File: src/rtl/c3s_pkg.sv
`timescale 1ns / 1ps

package c3s_pkg;

  localparam int DATA_W       = 32;
  localparam int TILE_SIDE_W  = 9;
  localparam int CFG_DATA_W   = 64;
  localparam int CFG_IDX_W    = 3;
  localparam int MAX_TILE_DEF = 256;
  localparam int TILE_SIDE_RST = 256;
  localparam int NUM_COEFF    = 9;

  typedef logic [DATA_W-1:0] word_t;

  typedef enum logic [CFG_IDX_W-1:0] {
    REG_TILE_SIDE    = 3'd0,
    REG_COEFF_PAIR_A = 3'd1,
    REG_COEFF_PAIR_B = 3'd2,
    REG_COEFF_PAIR_C = 3'd3,
    REG_COEFF_PAIR_D = 3'd4,
    REG_COEFF_LAST   = 3'd5
  } cfg_reg_t;

endpackage

File: src/rtl/c3s_cell.sv
`timescale 1ns / 1ps

// One window tap: takes the pixel from its right-hand neighbor on a shift
// and registers its weighted product.
module c3s_cell (
  input  logic                clk,
  input  logic                shift,
  input  c3s_pkg::word_t      tap_in,
  input  c3s_pkg::word_t      coeff,
  output c3s_pkg::word_t      tap_out,
  output c3s_pkg::word_t      prod_out
);

  c3s_pkg::word_t tap_r;
  c3s_pkg::word_t prod_r;
  c3s_pkg::word_t prod_nxt;

  assign prod_nxt = tap_in * coeff;

  always_ff @(posedge clk) begin
    if (shift) begin
      tap_r  <= tap_in;
      prod_r <= prod_nxt;
    end
  end

  assign tap_out  = tap_r;
  assign prod_out = prod_r;

endmodule

File: config.mk
export PLATFORM = sky130hd
export DESIGN_NAME = c3s_cell
export DESIGN_NICKNAME = d
export VERILOG_FILES = /design/src/rtl/c3s_pkg.sv /design/src/rtl/c3s_cell.sv
export SDC_FILE = /design/constraint.sdc
export NUM_CORES = 1
export LEC_CHECK = 0
export BUFFER_PORTS_ARGS = -buffer_cell sky130_fd_sc_hd__buf_2
export CORE_UTILIZATION = 51
export DETAILED_ROUTE_END_ITERATION = 6
export HOLD_SLACK_MARGIN = 0.15
export PLACE_DENSITY_LB_ADDON = 0.1
export SLEW_MARGIN = 20
export SYNTH_ARGS = -nofsm -noshare
export SYNTH_HDL_FRONTEND = slang
export SYNTH_SLANG_ARGS = --single-unit
File: constraint.sdc
create_clock -name clk -period 7.2 [get_ports clk]
set_clock_uncertainty 0.05 [all_clocks]
set_input_delay 0.72 -clock clk [delete_from_list [all_inputs] [get_ports clk]]
set_output_delay 0.72 -clock clk [all_outputs]
set_load 0.1 [all_outputs]
==> run metrics <==
Synthesized Nets=roughly 2400; CTS tree=done; full die area=35400 µm²; Tot GR Track Use=0.2889; area growth from synthesis to layout=13.74%; setup repair after global routing missed its margin=no; first-pass detailed-route iteration total=7; PortBufs=approximately 130; CORE AREA=around 34000 µm²; FP Rows=67; Avg Cell Area, Syn=9.984 µm²; Max Cap Viol=0; FILL cells=~3000; kind of critical path=in -> reg; fin nets=2574; Wirelength per Cell=approximately 20 µm; drt drc=0; Placer Congestion=0.8732; Post-synth EDFFs=64; Critical-path top delay cell=fa_1; DR vias=about 13000; CP startpoint=coeff[3]; CTS H-Tree Depth=3; most frequent CP cell=fa_1; Initial Utilization=0.5231; post-synthesis sequential area ratio=0.1088; crit path capture=prod_out[30]; Rel. slew slack=0.4553; commonest non-fill, non-tap cell in the layout=fa_1; Post-synth top flop=edfxtp_1; vias in the first global route=about 14000; Max clock buf depth=2; die height=roughly 190 µm; #FFs+latches synth=between 60 and 70; cts hold-fix bufs=0; post-layout min period=about 7.0 ns; worst setup margin=0.1994 ns; hold crit path type=in -> reg; DPL Wire Length=~40000 µm; pre-CTS setup slack=-0.3410 ns; Max Slew Vio Count=0; Worst Path Arrival=between 7 and 8 ns; clk slew on worst S/H paths=roughly 0.060 ns; initial drt markers=around 600; highest-count cells in the layout ignoring fill and taps=406 x fa_1, 368 x and2_1, 362 x inv_1; f_max=142.8 MHz; crit path max fanout=13; synth warn=0; Slew @ Worst Pin=between 0.8 and 0.9 ns; Startpoint Class=input port; critical path's largest stage delay=around 0.56 ns; Clock Sinks=between 60 and 70; Synth cell types=between 40 and 50; global-route wire length before repair=76030 µm; final setup fails=0; Post-DRT Antenna Nets=0; Mapped Cells=1770; largest net degree at the start of global routing=a little over 40; Worst Setup End Kind=register; WHS=0.5012 ns; Root Buffer=clkbuf_16; Fin. Hold Viols=0; Tcrit/Tclk final=0.9723; die width=~190 µm; Worst EP required=between 7 and 8 ns; I/O pins=130; GR Overflow Total=0; FFs w/ async S/R, synth=0; status=completed; layout cells sized above 1=0.1549; Num CTS Buffers=9; Synth Cell Area=about 18000 µm²; worst-path cell chain=buf_2 > and2_1 > fa_1 > inv_1 > fa_1 > fa_1 > fa_1 > inv_1 > fa_1 > fa_1 > fa_1 > fa_1 > ha_1 > a21oi_2 > o21bai_1 > a221o_1 > a21o_1 > a31o_2 > a21bo_2 > a21o_1 > xor2_1; initial antenna violation count=2; routed vias/inst=a little over 5; Post-CTS Setup Inserts=0; final WL=~48000 µm
[cells in the mapped netlist, types with 2 or more instances]
cell	instances	area share
nand3b_1	3	0.0013
nand3_1	6	0.0017
a21o_1	14	0.0059
fa_1	408	0.46
nor3_1	3	0.00085
and2_1	368	0.13
o21bai_1	5	0.0021
ha_1	123	0.087
o21a_1	5	0.0021
xnor2_1	65	0.032
nand4_1	2	0.00071
inv_1	362	0.077
clkbuf_1	80	0.017
a21oi_1	22	0.0062
o21ai_1	2	0.00057
edfxtp_1	64	0.11
nor2_1	16	0.0034
xor2_1	20	0.0099
o21ai_0	7	0.0020
o221ai_1	2	0.00099
nand2_1	170	0.036
a211oi_1	4	0.0017
[state kept, by name (all words and copies together), names as in the netlist]
signal / cells
tap_out: 32
prod_out: 32
[worst max-delay path: cells and delay by family]
family / cells / cell delay [ns]
fa+ha+maj: 9 / 4.33
buf+inv: 3 / 0.30
simple gates: 1 / 0.21
xor+xnor: 1 / 0.14
compound gates: 7 / 1.35
[cell type report]
class                           instances  area (µm²)  area share
Clock inverter                          7       46.29    0.002303
Multi-Input combinational cell       1262       14140      0.7033
Antenna cell                            2       5.005   0.0002490
Inverter                              362        1359     0.06760
Tap cell                              448       560.5     0.02789
Clock buffer                            9       225.2     0.01120
Timing Repair Buffer                  278        1847     0.09188
Sequential cell                        64        1922     0.09561
[routing by layer]
metal	vias up	share of wire	wire length (µm)	GRT usage
li1	5614	-	-	-
met1	6490	0.45	21260	0.4049
met2	397	0.45	21630	0.4527
met3	58	0.074	3540	0.06438
met4	4	0.023	1112	0.07880
met5	-	0.00059	28	0
[through the flow]
stage | utilization | instances | setup TNS [ns] | area [µm²]
global placement | 0.5850 | 2414 | -1.038 | 19760
global route | 0.5948 | 2430 | 0 | 20100
CTS | 0.5930 | 2430 | 0 | 20030
floorplan | - | 1770 | 0 | 17720
detailed placement | 0.5850 | 2414 | -1.945 | 19760
finish | 0.5950 | 2432 | 0 | 20100
[cells by family after synthesis]
family / after synthesis / synth area share
AO/OA/AOI/OAI: 74 / 0.02931
XOR/XNOR: 85 / 0.04213
adder cells (fa/ha/maj): 531 / 0.5493
buffers and inverters: 444 / 0.09473
flip-flops: 64 / 0.1088
AND/OR/NAND/NOR: 572 / 0.1758
[worst min-delay path by stage]
| stage | from | end | cells after the start |
|---|---|---|---|
| after floorplan | tap_in[0] | tap_out[0] | 0 |
| after global placement | tap_in[31] | tap_out[31] | 1 |
| after detailed placement | tap_in[31] | tap_out[31] | 1 |
| after CTS | tap_in[31] | tap_out[31] | 1 |
| after global routing | tap_in[31] | tap_out[31] | 1 |
| final | tap_in[31] | tap_out[31] | 1 |
[repair_timing]
action,4_1_cts,5_1_grt
endpoints found under the setup margin,0,5
resized for setup,0,9
endpoints found under the hold margin,0,0
Power is not shown: default switching activity piles up to over one toggle a cycle in this logic, so the estimate is an artifact.
